==> src/rtl/core/dispi9_pkg.sv <==
package dispi9_pkg;

	localparam int unsigned COUNT_WIDTH_DEFAULT = 16;
	localparam int unsigned CFG_WIDTH = 16;
	localparam int unsigned CFG_INDEX_WIDTH = 3;

	localparam logic [CFG_INDEX_WIDTH-1:0] REG_PHASE_TICKS    = 3'd0;
	localparam logic [CFG_INDEX_WIDTH-1:0] REG_SLEEP_IN_WAIT  = 3'd1;
	localparam logic [CFG_INDEX_WIDTH-1:0] REG_SLEEP_OUT_WAIT = 3'd2;
	localparam logic [CFG_INDEX_WIDTH-1:0] REG_COLMOD_ARG     = 3'd3;
	localparam logic [CFG_INDEX_WIDTH-1:0] REG_GAMSET_ARG     = 3'd4;
	localparam logic [CFG_INDEX_WIDTH-1:0] REG_MADCTL_ARG     = 3'd5;

	localparam logic [15:0] PHASE_TICKS_RESET    = 16'd1000;
	localparam logic [15:0] SLEEP_IN_WAIT_RESET  = 16'd250;
	localparam logic [15:0] SLEEP_OUT_WAIT_RESET = 16'd150;
	localparam logic [7:0]  COLMOD_ARG_RESET     = 8'h70;
	localparam logic [7:0]  GAMSET_ARG_RESET     = 8'h00;
	localparam logic [7:0]  MADCTL_ARG_RESET     = 8'h00;

	localparam logic [7:0] OP_SLPIN   = 8'h10;
	localparam logic [7:0] OP_SWRESET = 8'h01;
	localparam logic [7:0] OP_NOP     = 8'h00;
	localparam logic [7:0] OP_COLMOD  = 8'h3A;
	localparam logic [7:0] OP_GAMSET  = 8'h26;
	localparam logic [7:0] OP_MADCTL  = 8'h36;
	localparam logic [7:0] OP_SLPOUT  = 8'h11;
	localparam logic [7:0] OP_DISPON  = 8'h29;
	localparam logic [7:0] OP_INVOFF  = 8'h20;

	localparam logic [1:0] MODE_ON      = 2'd0;
	localparam logic [1:0] MODE_OFF     = 2'd1;
	localparam logic [1:0] MODE_REFRESH = 2'd2;
	localparam logic [1:0] MODE_UNKNOWN = 2'd3;

	localparam logic [1:0] STATUS_OK      = 2'd0;
	localparam logic [1:0] STATUS_UNKNOWN = 2'd1;
	localparam logic [1:0] STATUS_IGNORED = 2'd2;

	localparam logic [6:0] LAST_SLOT_SHORT = 7'd48;
	localparam logic [6:0] LAST_SLOT_LONG  = 7'd93;

	typedef enum logic [1:0] {
		KIND_CMD      = 2'd0,
		KIND_WAIT_IN  = 2'd1,
		KIND_WAIT_OUT = 2'd2
	} kind_t;

	typedef enum logic [1:0] {
		ARG_NONE   = 2'd0,
		ARG_COLMOD = 2'd1,
		ARG_GAMSET = 2'd2,
		ARG_MADCTL = 2'd3
	} argsel_t;

	typedef struct packed {
		kind_t      kind;
		logic [7:0] op;
		argsel_t    argsel;
	} entry_t;

	typedef struct packed {
		logic       chip_select;
		logic       serial_clock;
		logic       serial_data;
		logic       busy_res;
		logic       finished;
		logic [1:0] status;
	} res_t;

	function automatic entry_t script_entry(input logic [1:0] m, input logic [3:0] s);
		entry_t e;
		e = '{kind: KIND_CMD, op: OP_NOP, argsel: ARG_NONE};
		case (s)
			4'd0: e.op = OP_SLPIN;
			4'd1: e.kind = KIND_WAIT_IN;
			4'd2: e.op = OP_SWRESET;
			4'd3: e.op = OP_NOP;
			4'd4: begin
				if (m == MODE_OFF) begin
					e.op = OP_SLPIN;
				end else begin
					e.op = OP_COLMOD;
					e.argsel = ARG_COLMOD;
				end
			end
			4'd5: begin
				if (m == MODE_OFF) begin
					e.kind = KIND_WAIT_IN;
				end else begin
					e.op = OP_GAMSET;
					e.argsel = ARG_GAMSET;
				end
			end
			4'd6: begin
				e.op = OP_MADCTL;
				e.argsel = ARG_MADCTL;
			end
			4'd7: e.op = (m == MODE_ON) ? OP_SLPOUT : OP_INVOFF;
			4'd8: begin
				if (m == MODE_ON) begin
					e.kind = KIND_WAIT_OUT;
				end else begin
					e.op = OP_DISPON;
				end
			end
			4'd9: e.op = (m == MODE_ON) ? OP_DISPON : OP_SLPOUT;
			default: e.op = OP_NOP;
		endcase
		return e;
	endfunction

	function automatic logic [3:0] script_len(input logic [1:0] m);
		logic [3:0] len;
		case (m)
			MODE_ON:      len = 4'd10;
			MODE_OFF:     len = 4'd6;
			MODE_REFRESH: len = 4'd10;
			default:      len = 4'd4;
		endcase
		return len;
	endfunction

endpackage

==> src/rtl/core/dispi9_core.sv <==
module dispi9_core import dispi9_pkg::*; #(
	parameter int unsigned COUNT_WIDTH = COUNT_WIDTH_DEFAULT
) (
	input  logic                       clk,
	input  logic                       arst_n,
	input  logic                       cfg_wen,
	input  logic [CFG_INDEX_WIDTH-1:0] cfg_index,
	input  logic [CFG_WIDTH-1:0]       cfg_wdata,
	input  logic                       take,
	input  logic                       action,
	input  logic [1:0]                 mode,
	output res_t                       res
);

	logic [15:0] phase_ticks_q;
	logic [15:0] sleep_in_wait_q;
	logic [15:0] sleep_out_wait_q;
	logic [7:0]  colmod_arg_q;
	logic [7:0]  gamset_arg_q;
	logic [7:0]  madctl_arg_q;

	logic [3:0]             step_q, step_d;
	logic [6:0]             slot_q, slot_d;
	logic [2:0]             sub_q, sub_d;
	logic [4:0]             bit_q, bit_d;
	logic [COUNT_WIDTH-1:0] tick_q, tick_d;
	logic [COUNT_WIDTH-1:0] wait_q, wait_d;
	logic [1:0]             mode_q, mode_d;
	logic                   running_q, running_d;
	logic                   sel_q, sel_d;
	logic                   clk_q, clk_d;
	logic                   dat_q, dat_d;

	entry_t                 ent;
	entry_t                 ent_p1;
	logic [3:0]             len;
	logic [3:0]             step_p1;
	logic [3:0]             step_adv;
	logic                   adv_end;
	logic [COUNT_WIDTH-1:0] pt;
	logic [COUNT_WIDTH-1:0] wlen;
	logic [COUNT_WIDTH-1:0] wlen_p1;
	logic [COUNT_WIDTH-1:0] tick_inc;
	logic [COUNT_WIDTH-1:0] wait_inc;
	logic [6:0]             last_slot;
	logic [6:0]             slot_inc;
	logic [8:0]             word;
	logic [3:0]             bit_k;
	logic                   bit_val;
	logic                   do_adv;
	logic                   fin;
	logic [1:0]             status;

	always_ff @(posedge clk or negedge arst_n) begin
		if (!arst_n) begin
			phase_ticks_q <= PHASE_TICKS_RESET;
			sleep_in_wait_q <= SLEEP_IN_WAIT_RESET;
			sleep_out_wait_q <= SLEEP_OUT_WAIT_RESET;
			colmod_arg_q <= COLMOD_ARG_RESET;
			gamset_arg_q <= GAMSET_ARG_RESET;
			madctl_arg_q <= MADCTL_ARG_RESET;
		end else if (cfg_wen) begin
			case (cfg_index)
				REG_PHASE_TICKS:    phase_ticks_q <= cfg_wdata;
				REG_SLEEP_IN_WAIT:  sleep_in_wait_q <= cfg_wdata;
				REG_SLEEP_OUT_WAIT: sleep_out_wait_q <= cfg_wdata;
				REG_COLMOD_ARG:     colmod_arg_q <= cfg_wdata[7:0];
				REG_GAMSET_ARG:     gamset_arg_q <= cfg_wdata[7:0];
				REG_MADCTL_ARG:     madctl_arg_q <= cfg_wdata[7:0];
				default: ;
			endcase
		end
	end

	assign pt = COUNT_WIDTH'(phase_ticks_q);
	assign len = script_len(mode_q);
	assign ent = script_entry(mode_q, step_q);
	assign step_p1 = step_q + 4'd1;
	assign ent_p1 = script_entry(mode_q, step_p1);
	assign wlen = (ent.kind == KIND_WAIT_IN) ? COUNT_WIDTH'(sleep_in_wait_q)
		: COUNT_WIDTH'(sleep_out_wait_q);
	assign wlen_p1 = (ent_p1.kind == KIND_WAIT_IN) ? COUNT_WIDTH'(sleep_in_wait_q)
		: COUNT_WIDTH'(sleep_out_wait_q);

	// A wait of zero phases is skipped; a wait is always followed by a command or the end.
	assign step_adv = (step_p1 < len && ent_p1.kind != KIND_CMD && wlen_p1 == '0)
		? step_q + 4'd2 : step_p1;
	assign adv_end = step_adv >= len;

	assign tick_inc = tick_q + COUNT_WIDTH'(1);
	assign wait_inc = wait_q + COUNT_WIDTH'(1);
	assign slot_inc = slot_q + 7'd1;
	assign last_slot = (ent.argsel != ARG_NONE) ? LAST_SLOT_LONG : LAST_SLOT_SHORT;

	always_comb begin
		case (ent.argsel)
			ARG_COLMOD: word = {1'b1, colmod_arg_q};
			ARG_GAMSET: word = {1'b1, gamset_arg_q};
			ARG_MADCTL: word = {1'b1, madctl_arg_q};
			default:    word = {1'b1, 8'h00};
		endcase
		if (bit_q < 5'd9) begin
			word = {1'b0, ent.op};
			bit_k = bit_q[3:0];
		end else begin
			bit_k = 4'(bit_q - 5'd9);
		end
		bit_val = (bit_k <= 4'd8) ? word[4'd8 - bit_k] : 1'b0;
	end

	always_comb begin
		step_d = step_q;
		slot_d = slot_q;
		sub_d = sub_q;
		bit_d = bit_q;
		tick_d = tick_q;
		wait_d = wait_q;
		mode_d = mode_q;
		running_d = running_q;
		sel_d = sel_q;
		clk_d = clk_q;
		dat_d = dat_q;
		do_adv = 1'b0;
		fin = 1'b0;
		status = STATUS_OK;
		if (action) begin
			if (running_q) begin
				status = STATUS_IGNORED;
			end else begin
				mode_d = mode;
				running_d = 1'b1;
				step_d = '0;
				slot_d = '0;
				sub_d = '0;
				bit_d = '0;
				tick_d = '0;
				wait_d = '0;
				sel_d = 1'b1;
				clk_d = 1'b1;
				dat_d = 1'b1;
			end
		end else if (running_q) begin
			tick_d = tick_inc;
			if (ent.kind == KIND_CMD) begin
				if (tick_q == '0) begin
					if (slot_q == 7'd0 || slot_q == last_slot) begin
						sel_d = 1'b1;
					end else if (slot_q == 7'd1) begin
						clk_d = 1'b1;
					end else if (slot_q == 7'd2) begin
						sel_d = 1'b0;
					end else begin
						case (sub_q)
							3'd0, 3'd4: clk_d = 1'b1;
							3'd1:       clk_d = 1'b0;
							3'd2:       dat_d = bit_val;
							default: ;
						endcase
					end
				end
				if (tick_inc >= pt) begin
					tick_d = '0;
					slot_d = slot_inc;
					if (slot_q >= 7'd3) begin
						if (sub_q == 3'd4) begin
							sub_d = '0;
							bit_d = bit_q + 5'd1;
						end else begin
							sub_d = sub_q + 3'd1;
						end
					end
					if (slot_inc > last_slot) begin
						do_adv = 1'b1;
					end
				end
			end else begin
				if (tick_inc >= pt) begin
					tick_d = '0;
					wait_d = wait_inc;
					if (wait_inc >= wlen) begin
						do_adv = 1'b1;
					end
				end
			end
			if (do_adv) begin
				step_d = step_adv;
				slot_d = '0;
				sub_d = '0;
				bit_d = '0;
				tick_d = '0;
				wait_d = '0;
				if (adv_end) begin
					running_d = 1'b0;
					step_d = '0;
					fin = 1'b1;
					status = (mode_q == MODE_UNKNOWN) ? STATUS_UNKNOWN : STATUS_OK;
				end
			end
		end
	end

	always_ff @(posedge clk or negedge arst_n) begin
		if (!arst_n) begin
			step_q <= '0;
			slot_q <= '0;
			sub_q <= '0;
			bit_q <= '0;
			tick_q <= '0;
			wait_q <= '0;
			mode_q <= MODE_ON;
			running_q <= 1'b0;
			sel_q <= 1'b1;
			clk_q <= 1'b1;
			dat_q <= 1'b1;
		end else if (take) begin
			step_q <= step_d;
			slot_q <= slot_d;
			sub_q <= sub_d;
			bit_q <= bit_d;
			tick_q <= tick_d;
			wait_q <= wait_d;
			mode_q <= mode_d;
			running_q <= running_d;
			sel_q <= sel_d;
			clk_q <= clk_d;
			dat_q <= dat_d;
		end
	end

	assign res = '{chip_select: sel_d, serial_clock: clk_d, serial_data: dat_d,
		busy_res: running_d, finished: fin, status: status};

	a_idle_clean: assert property (@(posedge clk) disable iff (!arst_n)
		!running_q |-> (step_q == '0 && slot_q == '0 && tick_q == '0 && wait_q == '0))
		else $error("Idle sequencer holds a nonzero script position.");

	a_fin_not_busy: assert property (@(posedge clk) disable iff (!arst_n)
		(take && res.finished) |=> !running_q)
		else $error("Script ended but the sequencer is still running.");

	a_sub_range: assert property (@(posedge clk) disable iff (!arst_n)
		sub_q <= 3'd4 && bit_q <= 5'd18)
		else $error("Bit position counters left their range.");

	a_ignored_hold: assert property (@(posedge clk) disable iff (!arst_n)
		(take && action && running_q) |=> ($stable(step_q) && $stable(slot_q) && running_q))
		else $error("Ignored start changed the script state.");

endmodule

==> src/rtl/core/dispi9_outq.sv <==
module dispi9_outq import dispi9_pkg::*; (
	input  logic clk,
	input  logic arst_n,
	input  logic push,
	input  res_t push_data,
	output logic full,
	output logic head_valid,
	input  logic pop_ready,
	output res_t head_data
);

	res_t head_q;
	res_t skid_q;
	logic head_v_q;
	logic skid_v_q;
	logic pop;

	assign pop = head_v_q && pop_ready;
	assign full = skid_v_q;
	assign head_valid = head_v_q;
	assign head_data = head_q;

	always_ff @(posedge clk or negedge arst_n) begin
		if (!arst_n) begin
			head_v_q <= 1'b0;
			skid_v_q <= 1'b0;
		end else if (pop) begin
			if (skid_v_q) begin
				head_v_q <= 1'b1;
				skid_v_q <= push;
			end else begin
				head_v_q <= push;
			end
		end else if (!head_v_q) begin
			head_v_q <= push;
		end else if (push) begin
			skid_v_q <= 1'b1;
		end
	end

	always_ff @(posedge clk) begin
		if (pop) begin
			if (skid_v_q) begin
				head_q <= skid_q;
				if (push) begin
					skid_q <= push_data;
				end
			end else if (push) begin
				head_q <= push_data;
			end
		end else if (!head_v_q) begin
			if (push) begin
				head_q <= push_data;
			end
		end else if (push) begin
			skid_q <= push_data;
		end
	end

	a_skid_needs_head: assert property (@(posedge clk) disable iff (!arst_n)
		skid_v_q |-> head_v_q)
		else $error("Skid entry is valid while the head is empty.");

	a_no_push_full: assert property (@(posedge clk) disable iff (!arst_n)
		push |-> !skid_v_q)
		else $error("Transaction pushed into a full output queue.");

endmodule

==> src/rtl/core/display_init_spi9_sequencer_top.sv <==
// Three-wire 9-bit SPI display init sequencer.
// Input transactions (in_valid/in_ready) carry action and mode. A start transaction
// picks the on, off, refresh or unknown script; each tick transaction advances the
// running script by one tick and updates the chip select, clock and data pin levels.
// Every input transaction yields exactly one result transaction (out_valid/out_ready)
// with the pin levels, busy_res, finished and status after that transaction.
// The result is registered in the output queue, valid once earlier results are taken.
// Throughput is one transaction per cycle while in_ready is high; the script state
// update is a single pass of logic between the state registers and the output queue.
// The output side is a two-entry queue, so an input is still taken while one result
// waits; when the receiver stalls and both entries are full, in_ready drops.
// Configuration writes (cfg_wen, cfg_index, cfg_wdata) take effect once registered and
// are meant to happen only while the block is idle.
// Reset clears the script state, sets the core's pin levels high, loads the register defaults
// and empties the output queue.
module display_init_spi9_sequencer_top import dispi9_pkg::*; #(
	parameter int unsigned COUNT_WIDTH = COUNT_WIDTH_DEFAULT
) (
	input  logic                       clk,
	input  logic                       arst_n,
	input  logic                       cfg_wen,
	input  logic [CFG_INDEX_WIDTH-1:0] cfg_index,
	input  logic [CFG_WIDTH-1:0]       cfg_wdata,
	input  logic                       in_valid,
	output logic                       in_ready,
	input  logic                       action,
	input  logic [1:0]                 mode,
	output logic                       out_valid,
	input  logic                       out_ready,
	output logic                       chip_select,
	output logic                       serial_clock,
	output logic                       serial_data,
	output logic                       busy_res,
	output logic                       finished,
	output logic [1:0]                 status
);

	logic full;
	logic take;
	res_t res;
	res_t head;

	assign in_ready = !full;
	assign take = in_valid && !full;

	dispi9_core #(
		.COUNT_WIDTH(COUNT_WIDTH)
	) u_core (
		.clk(clk),
		.arst_n(arst_n),
		.cfg_wen(cfg_wen),
		.cfg_index(cfg_index),
		.cfg_wdata(cfg_wdata),
		.take(take),
		.action(action),
		.mode(mode),
		.res(res)
	);

	dispi9_outq u_outq (
		.clk(clk),
		.arst_n(arst_n),
		.push(take),
		.push_data(res),
		.full(full),
		.head_valid(out_valid),
		.pop_ready(out_ready),
		.head_data(head)
	);

	assign chip_select = head.chip_select;
	assign serial_clock = head.serial_clock;
	assign serial_data = head.serial_data;
	assign busy_res = head.busy_res;
	assign finished = head.finished;
	assign status = head.status;

endmodule
==> config.mk <==
export PLATFORM = sky130hd
export DESIGN_NAME = display_init_spi9_sequencer_top
export DESIGN_NICKNAME = d
export VERILOG_FILES = /design/src/rtl/core/dispi9_pkg.sv /design/src/rtl/core/dispi9_core.sv /design/src/rtl/core/dispi9_outq.sv /design/src/rtl/core/display_init_spi9_sequencer_top.sv
export SDC_FILE = /design/constraint.sdc
export NUM_CORES = 1
export LEC_CHECK = 0
export ABC_AREA = 1
export BUFFER_PORTS_ARGS = -buffer_cell sky130_fd_sc_hd__buf_4
export CORE_MARGIN = 2
export CORE_UTILIZATION = 49
export CTS_BUF_LIST = sky130_fd_sc_hd__clkbuf_4
export CTS_CLUSTER_DIAMETER = 50
export DETAILED_ROUTE_END_ITERATION = 8
export PLACE_DENSITY_LB_ADDON = 0.08
export SYNTH_ARGS = -nofsm -noshare
export SYNTH_HDL_FRONTEND = slang
export SYNTH_SLANG_ARGS = --single-unit
==> constraint.sdc <==
create_clock -name clk -period 4 [get_ports clk]
set_input_delay 1 -clock clk [delete_from_list [all_inputs] [get_ports clk]]
set_output_delay 1 -clock clk [all_outputs]
set_load 0.01 [all_outputs]
==> flow_summary.yaml, run 1 <==
status:
  outcome: "completed"
critical_path:
  cpPeakStageDelay_ns: 0.43
  path_cells: "inv_1, nor3_2, nand3_1, or2_2, or2_1, nor2_2, buf_4, xor2_1, inv_1, ha_1, a21oi_1, o21ai_0, a21oi_1, nand3_2, nand3_4, nand2_4, nor2_4, inv_2, nand2_4, nor2_8, inv_2, nand2_1, o21ai_2"
  crit_fanout: 7
  crit_slowest_cell: "dfrtp_1"
  cp.required_ns: 4.49
  crit_arrival_ns: 4.27
  startpoint_type: "flop"
  end_kind: "flop"
  critical_path_class: "flop to flop"
place:
  placed_cells: 1366
  place.port_buffers: 35
  dpl.hpwl_microns: 15800
  post-place-ws_ns: 0.176
  gp_congestion: 0.874
timing:
  setup_violations: 0
  worst_hold_slack_ns: 0.441
  fin_skew_ns: 0.0232
  tightest_slew_ns: 1.00
  final-hold-violation-count: 0
  max_slew_margin: 0.329
  finalCritPeriodShare: 0.946
  fmax_ghz: 0.264
  finalMaxSlewViolations: 0
  fin_crit_ns: 3.78
  worst_slack_ns: 0.217
clocking:
  clk_pin_slew_ns: 0.14
  cts-root-buf: "clkbuf_4"
  cts_tree: "built"
  clock_path_buffers: 2
  numCtsBuffers: 17
  clock_latency_ns: 0.56
  cts.sinks: 145
  htree_levels: 4
route:
  vias: 7383
  routed_wl_microns: 21600
  remaining_drc_errors: 0
  first_pass_iters: 5
  drt_first_iter_violations: 518
  routed_via_density: 5.23
  wl_per_cell_microns: 15.3
  ant_nets: 0
yosys:
  syn_inst: 1124
  syn_area_per_cell_sq_um: 7.97
  ys_seq_area_frac: 0.416
  synthArstFlopShare: 0.903
  ys.flop_type: "dfrtp_1"
  synth_edf_count: 14
  ys_seq_elements: 145
  synth.net_count: 1216
  synth_cell_types: 48
  netlist_area_sq_um: 8950
  ys.warnings.count: 0
global_route:
  grt_pass1_vias: 6932
  antenna_found_initial: 1
  grt_start_max_net_pins: 79
  grt_pass1_wl_microns: 35800
  grt_util_all_layers: 0.231
  grt_overflow_total: 0
cells_and_area:
  layout-drive-gt1-share: 0.152
  stdcell_count: 1413
  area_growth_pct: 10.7
  nFillCells: 1751
  num-nets-final: 1261
power_and_ir_drop:
  cellPowerDensity_nw_per_um2: 320
  power_mw: 3.17
  vdd_drop_max_uv: 334
  p_leak_nw: 5.14
job:
  maxCapViolations: 0
floorplan:
  start_util: 0.498
  core_sq_um: 18000
  io_pins: 36
  die-width_microns: 139
  dieArea_sq_um: 19400
  num_rows: 49
  die_y_microns: 139
worst_hold_path:
  hp-class: "input port to asynchronous set/reset pin"
path summary, 6_finish.rpt:
check / start / end / slack [ns] / cells past startpoint
min reg2reg: u_core.dat_q / u_core.dat_q / 0.49 / 2
min: arst_n / u_core.wait_q[11] / 0.44 / 1
max reg2reg: u_core.tick_q[2] / u_core.bit_q[2] / 0.22 / 23
min in group clk: u_core.dat_q / u_core.dat_q / 0.49 / 2
max in group asynchronous: arst_n / u_core.clk_q / 2.66 / 2
max: u_core.tick_q[2] / u_core.bit_q[2] / 0.22 / 23
routing by layer:
metal,GRT usage,routed length (microns),vias up
met5,0,0,-
li1,-,-,3808
met1,0.337,10700,3425
met2,0.356,9860,136
met4,0.0548,172,0
met3,0.0449,832,14
area by class of cell:
type / count / area, sq um / area share
multi-input combinational: 787 / 4560 / 0.460
sequential: 145 / 3730 / 0.376
inverter: 167 / 642 / 0.0648
timing repair buffer: 51 / 387 / 0.0390
tap: 229 / 287 / 0.0289
clock inverter: 15 / 171 / 0.0173
clock buffer: 17 / 128 / 0.0129
antenna: 2 / 5.00 / 0.000505
layout by cell type (no fill, tap or decap), types with 5 or more instances in the layout:
cell,n
nand2_1,249
clkbuf_4,17
a21oi_1,31
o21ai_0,128
xor2_1,26
nor3_2,8
o21ai_2,7
nor4_1,6
nand4_1,24
nand3_2,6
nand2_4,6
buf_4,50
nor2_4,6
ha_1,65
inv_2,10
nand3_1,75
o21ai_1,19
inv_1,151
o22ai_1,16
nor2_1,56
dfstp_2,22
inv_6,6
nor3_1,9
dfrtp_1,108
nor2_2,9
mux2i_1,5
edfxtp_1,14
nand2_2,7
worst max-delay path, delay by kind of cell, from the launching register on:
kind | cells | cell delay, ns
fa+ha+maj | 1 | 0.29
xor+xnor | 1 | 0.13
flops | 1 | 0.43
buf+inv | 5 | 0.44
simple gates | 12 | 1.94
compound gates | 4 | 0.49
metrics by stage:
stage	util	TNS [ns]	instance area, sq um
5_1_grt	0.552	-1.02	9910
4_1_cts	0.540	0	9700
2_1_floorplan	-	0	8950
3_5_place_dp	0.523	0	9400
3_3_place_gp	0.523	0	9400
6_report	0.552	0	9910
sequential cells by signal, summed over array words and instances, names as in the netlist, 2 cells and up:
name	count
u_core.tick_q	16
u_core.wait_q	16
u_core.mode_q	2
u_core.sleep_in_wait_q	16
u_core.sub_q	3
u_core.slot_q	7
u_core.sleep_out_wait_q	16
u_core.madctl_arg_q	8
u_outq.skid_q	7
u_outq.head_data	7
u_core.step_q	4
u_core.bit_q	5
u_core.gamset_arg_q	8
u_core.colmod_arg_q	8
u_core.phase_ticks_q	16
report_power, final:
part           internal (mW)  switching, mW  leakage, nW
Sequential              1.65         0.0926         1.59
Combinational          0.162          0.269         3.39
Clock                  0.390          0.613        0.154
synth_stat cells, types with 4 or more instances:
| library cell | instances | share of area |
|---|---|---|
| xnor2_1 | 4 | 0.0039 |
| dfstp_2 | 22 | 0.065 |
| nor3_1 | 14 | 0.0078 |
| o21ai_2 | 7 | 0.0068 |
| nand2_2 | 10 | 0.0070 |
| nand2_1 | 249 | 0.10 |
| edfxtp_1 | 14 | 0.047 |
| nand4_1 | 24 | 0.017 |
| nor4_1 | 6 | 0.0042 |
| nor2_1 | 59 | 0.025 |
| dfrtp_1 | 109 | 0.30 |
| ha_1 | 65 | 0.091 |
| mux2i_1 | 5 | 0.0056 |
| o21ai_0 | 129 | 0.072 |
| o21ai_1 | 18 | 0.010 |
| nor2_2 | 8 | 0.0056 |
| inv_2 | 12 | 0.0050 |
| clkbuf_1 | 18 | 0.0075 |
| o22ai_1 | 16 | 0.011 |
| xor2_1 | 28 | 0.027 |
| a21oi_1 | 31 | 0.017 |
| inv_1 | 152 | 0.064 |
| nand3_1 | 77 | 0.043 |
| nand3_2 | 5 | 0.0056 |
cells by family (layout without fill, tap and decap cells):
| kind of cell | count (synthesis) | in the layout | synth area share |
|---|---|---|---|
| buf+inv | 193 | 250 | 0.0855 |
| simple gates | 468 | 469 | 0.238 |
| flops | 145 | 145 | 0.416 |
| xor+xnor | 32 | 32 | 0.0313 |
| other cells | 0 | 2 | 0 |
| compound gates | 215 | 215 | 0.131 |
| mux | 6 | 6 | 0.00685 |
| fa+ha+maj | 65 | 65 | 0.0908 |
what timing repair did:
item | CTS | global route
buffers inserted | 0 | 12
resized for setup | 0 | 25
hold buffers | 0 | 0
setup endpoints to repair | 0 | 41
(Power assumes the default switching activity.)
==> inputs of run 2 (changes only) <==
--- a/config.mk
+++ b/config.mk
@@ -12,7 +12,7 @@
 export CTS_BUF_LIST = sky130_fd_sc_hd__clkbuf_4
 export CTS_CLUSTER_DIAMETER = 50
 export DETAILED_ROUTE_END_ITERATION = 8
-export PLACE_DENSITY_LB_ADDON = 0.08
+export PLACE_DENSITY = 0.66
 export SYNTH_ARGS = -nofsm -noshare
 export SYNTH_HDL_FRONTEND = slang
 export SYNTH_SLANG_ARGS = --single-unit
==> run 2 against run 1 <==
  * Die area did not move
  * Clock skew rose by 0.0018 ns
  * Critical path type unchanged
  * Critical endpoint is now u_core.wait_q[3]
  * Critical path depth did not move
  * Maximum frequency fell by 0.38%
  * Sequential power barely moved
  * Count of clock-buffer cells in the layout rose by 2
  * Global-route usage fell by 1.1 points
  * Core utilization fell by 0.31 points
  * Sequential share of layout area rose by 0.21 points
  * Register-to-register slack barely moved
  * Flip-flop and latch count did not move
  * Combinational power fell by 1%
==> flow_summary.yaml, run 2 (synthesis results as in run 1) <==
global_route:
  grt_util_all_layers: 0.219
  grt_overflow_total: 0
  grt_pass1_wl_microns: 34600
  grt_start_max_net_pins: 69
  grt_pass1_vias: 7062
  antenna_found_initial: 1
timing:
  fmax_ghz: 0.263
  fin_setup_tns_ns: 0
  fin_crit_ns: 3.80
  max_slew_margin: 0.331
  fin_skew_ns: 0.0250
  final-hold-violation-count: 0
  tightest_slew_ns: 1.00
  setup_violations: 0
  worst_hold_slack_ns: 0.405
  finalCritPeriodShare: 0.949
  finalMaxSlewViolations: 0
floorplan:
  die-width_microns: 139
  core_sq_um: 18000
  num_rows: 49
  start_util: 0.498
  io_pins: 36
  die_y_microns: 139
  dieArea_sq_um: 19400
route:
  routed_via_density: 5.32
  wl_per_cell_microns: 15.0
  routed_wl_microns: 21100
  vias: 7493
  first_pass_iters: 5
  remaining_drc_errors: 0
  ant_nets: 0
  drt_first_iter_violations: 506
critical_path:
  end_kind: "flop"
  crit_fanout: 10
  startpoint_type: "flop"
  critical_path_class: "flop to flop"
  crit_arrival_ns: 4.28
  cp.required_ns: 4.48
clocking:
  numCtsBuffers: 17
  cts-root-buf: "clkbuf_4"
  cts_tree: "built"
  clk_pin_slew_ns: 0.15
  clock_latency_ns: 0.56
  htree_levels: 4
  cts.sinks: 145
  clock_path_buffers: 2
place:
  dpl.hpwl_microns: 15400
  place.port_buffers: 35
  placed_cells: 1365
  post_dp_cell_area_sq_um: 9410
  gp_congestion: 0.890
cells_and_area:
  final_cell_mix: "nand2_1, inv_1, o21ai_0"
  utilization: 0.549
  stdcell_count: 1409
  num-nets-final: 1258
  area_growth_pct: 10.1
  stdcell_area_sq_um: 9850
  layout-drive-gt1-share: 0.149
  final_common_cell: "nand2_1"
power_and_ir_drop:
  vdd_drop_max_uv: 184
  p_leak_nw: 5.10
  cellPowerDensity_nw_per_um2: 309
job:
  maxCapViolations: 0
status:
  outcome: "completed"
worst_hold_path:
  hp-class: "input port to asynchronous set/reset pin"
-- run 2: cell count changes in the layout (fill, tap and decap cells not counted), sizes merged --
| cell | previous run | this run |
|---|---|---|
| clkinv | 4 | 9 |
| inv | 173 | 169 |
| buf | 51 | 48 |
| clkbuf | 17 | 19 |
| clkinvlp | 3 | 1 |
| bufinv | 2 | 1 |
| diode | 2 | 1 |
-- run 2: area by class of cell --
type                            count  area [sq um]
Fill cell                        1742          8110
Sequential cell                   145          3730
Clock inverter                     13           111
Antenna cell                        1          2.50
Timing Repair Buffer               48           377
Multi-Input combinational cell    787          4570
Tap cell                          229           287
Inverter                          167           637
Clock buffer                       19           143
-- run 2: metal layers --
layer,vias to the layer above,global-route usage,part of all wire
li1,3791,-,-
met5,-,0,0
met3,17,0.0390,0.043
met1,3506,0.324,0.49
met2,179,0.340,0.46
met4,0,0.0473,0.0085
-- run 2: what timing repair did --
item,in CTS,in global routing
resized for setup,0,24
hold buffers,0,0
buffers inserted,0,10
setup endpoints to repair,0,42
-- run 2: through the flow --
step	total power [mW]	worst slack, ns
6_report	3.05	0.202
5_1_grt	3.22	-0.0887
4_1_cts	3.06	0.130
3_5_place_dp	2.18	0.188
3_3_place_gp	2.17	0.308
2_1_floorplan	2.01	0.618
-- run 2: critical path, cell delays in order (launching register included) --
cell     delay, ns
dfrtp_1       0.45
ha_1          0.22
nand3_1       0.14
nor2_2        0.16
nand3_2       0.13
nor3_4        0.23
nand3_1       0.15
nor2_2        0.12
xor2_1        0.22
inv_1         0.07
ha_1          0.29
nand2_1       0.08
inv_1         0.04
nand3_1       0.09
inv_1         0.05
a21oi_1       0.17
nand4_1       0.19
nand3_2       0.18
nand2_4       0.08
inv_4         0.14
nand2_1       0.08
nand2_2       0.15
inv_2         0.12
o21ai_1       0.17
-- run 2: report_power, final --
| part | internal (mW) | switching (mW) | total [mW] |
|---|---|---|---|
| clock | 0.322 | 0.565 | 0.887 |
| sequential | 1.65 | 0.0914 | 1.74 |
| combinational | 0.160 | 0.265 | 0.426 |
-- run 2: path summary, 6_finish.rpt --
kind                                       start                      to  slack [ns]  cells after the start
worst max-delay path            u_core.wait_q[0]        u_core.wait_q[3]        0.20                     23
worst min-delay path                      arst_n       u_core.wait_q[12]        0.41                      1
worst max register to register  u_core.wait_q[0]        u_core.wait_q[3]        0.20                     23
worst min register to register      u_core.sel_q            u_core.sel_q        0.49                      2
max in group asynchronous                 arst_n  u_core.colmod_arg_q[5]        2.75                      2
min in group clk                    u_core.sel_q            u_core.sel_q        0.49                      2
==> inputs of run 3 (changes only) <==
--- a/config.mk
+++ b/config.mk
@@ -12,7 +12,7 @@
 export CTS_BUF_LIST = sky130_fd_sc_hd__clkbuf_4
 export CTS_CLUSTER_DIAMETER = 50
 export DETAILED_ROUTE_END_ITERATION = 8
-export PLACE_DENSITY = 0.66
+export PLACE_DENSITY = 0.73
 export SYNTH_ARGS = -nofsm -noshare
 export SYNTH_HDL_FRONTEND = slang
 export SYNTH_SLANG_ARGS = --single-unit
==> run 3 against run 2 <==
  * Via count fell by 0.12%
  * Largest cell class unchanged
  * Core utilization decreased by 0.098 points
  * Combinational power hardly changed
  * Count of clock-buffer cells in the layout decreased by 2
  * Cell count about the same
==> flow_summary.yaml, run 3 (synthesis results as in run 1) <==
floorplan:
  num_rows: 49
  start_util: 0.498
  core_sq_um: 18000
  die_y_microns: 139
  dieArea_sq_um: 19400
  die-width_microns: 139
  io_pins: 36
timing:
  fin_skew_ns: 0.0157
  fmax_ghz: 0.270
  rsz0062_at_grt: "true"
  final-hold-violation-count: 0
  fin_setup_tns_ns: 0
  fin_crit_ns: 3.70
  tightest_slew_ns: 1.00
  finalMaxSlewViolations: 0
  finalCritPeriodShare: 0.924
  setup_violations: 0
  max_slew_margin: 0.328
global_route:
  grt_pass1_wl_microns: 34900
  grt_util_all_layers: 0.223
  grt_start_max_net_pins: 54
  grt_pass1_vias: 7032
  antenna_found_initial: 1
  grt_overflow_total: 0
route:
  remaining_drc_errors: 0
  first_pass_iters: 5
  ant_nets: 0
  routed_wl_microns: 21000
  wl_per_cell_microns: 14.9
  drt_first_iter_violations: 581
  routed_via_density: 5.32
  vias: 7484
cells_and_area:
  layout-drive-gt1-share: 0.142
  final_cell_mix: "nand2_1, inv_1, o21ai_0"
  num-nets-final: 1257
  nFillCells: 1676
  seqCellArea_sq_um: 3730
  final_common_cell: "nand2_1"
  multiInputGateArea_sq_um: 4530
  area_growth_pct: 9.87
critical_path:
  cp_top_family: "simple AND/OR/NAND/NOR gates"
  startpoint_type: "flop"
  crit_arrival_ns: 4.18
  worst-path-stages: 25
  crit_fanout: 6
  crit_top_cell: "nand3_1"
  cp.required_ns: 4.48
  critPathBufInv: 5
  crit_slowest_cell: "dfrtp_1"
  reg2regPathDepth: 25
  critical_path_class: "flop to flop"
  cpPeakStageDelay_ns: 0.42
  end_kind: "flop"
worst_hold_path:
  hp-class: "input port to asynchronous set/reset pin"
clocking:
  clock_latency_ns: 0.59
  htree_levels: 4
  cts_tree: "built"
  clk_pin_slew_ns: 0.13
  cts-root-buf: "clkbuf_4"
  clock_path_buffers: 2
  numCtsBuffers: 17
  cts.sinks: 145
  hold_buffers: 0
place:
  gp_congestion: 0.872
  place.port_buffers: 35
  dpl.hpwl_microns: 15500
power_and_ir_drop:
  seq_power_share: 0.557
  cellPowerDensity_nw_per_um2: 319
  p_switching_uw: 948
  power_mw: 3.13
  p_sw_frac: 0.303
  vdd_drop_max_uv: 277
  p_clk_frac: 0.308
  p_leak_nw: 5.13
  p_int_mw: 2.19
  comb_power_share: 0.135
job:
  maxCapViolations: 0
status:
  outcome: "completed"
run 3: cell types whose count changed in the layout (fill, tap and decap cells not counted), moves of 2 or more:
cell,change
nand3_2,-5
clkinv_1,-2
clkbuf_4,-2
nor3_4,-2
nor2_1,+2
nor2_2,-2
inv_2,-2
nand3_1,+4
inv_4,+2
run 3: per-stage QoR:
step | cell area [sq um] | utilization | cells | setup WS (ns) | hold slack [ns]
after CTS | 9700 | 0.540 | 1399 | 0.115 | 0.465
after detailed placement | 9420 | 0.524 | 1367 | 0.170 | 0.470
after floorplan | 8950 | - | 1124 | 0.618 | 0.453
after global placement | 9420 | 0.524 | 1367 | 0.355 | 0.466
final | 9840 | 0.548 | 1408 | 0.303 | 0.463
after global routing | 9840 | 0.548 | 1408 | -0.0359 | 0.493
run 3: final timing paths:
kind | start | to | slack (ns)
setup / recovery | u_core.tick_q[2] | u_core.bit_q[2] | 0.30
hold / removal | arst_n | u_core.colmod_arg_q[2] | 0.46
setup reg to reg | u_core.tick_q[2] | u_core.bit_q[2] | 0.30
hold reg to reg | u_core.dat_q | u_core.dat_q | 0.49
max in group asynchronous | arst_n | u_core.phase_ticks_q[5] | 2.71
min in group clk | u_core.dat_q | u_core.dat_q | 0.49
run 3: what timing repair did:
item	4_1_cts	5_1_grt
setup endpoints to repair	0	40
setup buffers	0	7
resized for setup	0	15
run 3: layer usage:
metal	share of wire	vias up	global-route usage
li1	-	3796	-
met5	0	-	0
met3	0.045	30	0.0452
met4	0.022	0	0.0707
met1	0.47	3470	0.315
met2	0.46	188	0.348
run 3: layout make-up:
class	instances	area share
sequential	145	0.379
clock inverter	15	0.0159
antenna	1	0.000254
clock buffer	17	0.0130
multi-input combinational	787	0.461
inverter	167	0.0650
tap	229	0.0291
timing repair buffer	47	0.0371
run 3: power groups by stage:
stage	Combinational, mW	Sequential, mW	Clock (mW)
floorplan	0.279	1.73	0
global placement	0.402	1.76	0
detailed placement	0.418	1.77	0
CTS	0.420	1.74	0.987
global route	0.504	1.76	1.05
finish	0.423	1.74	0.966
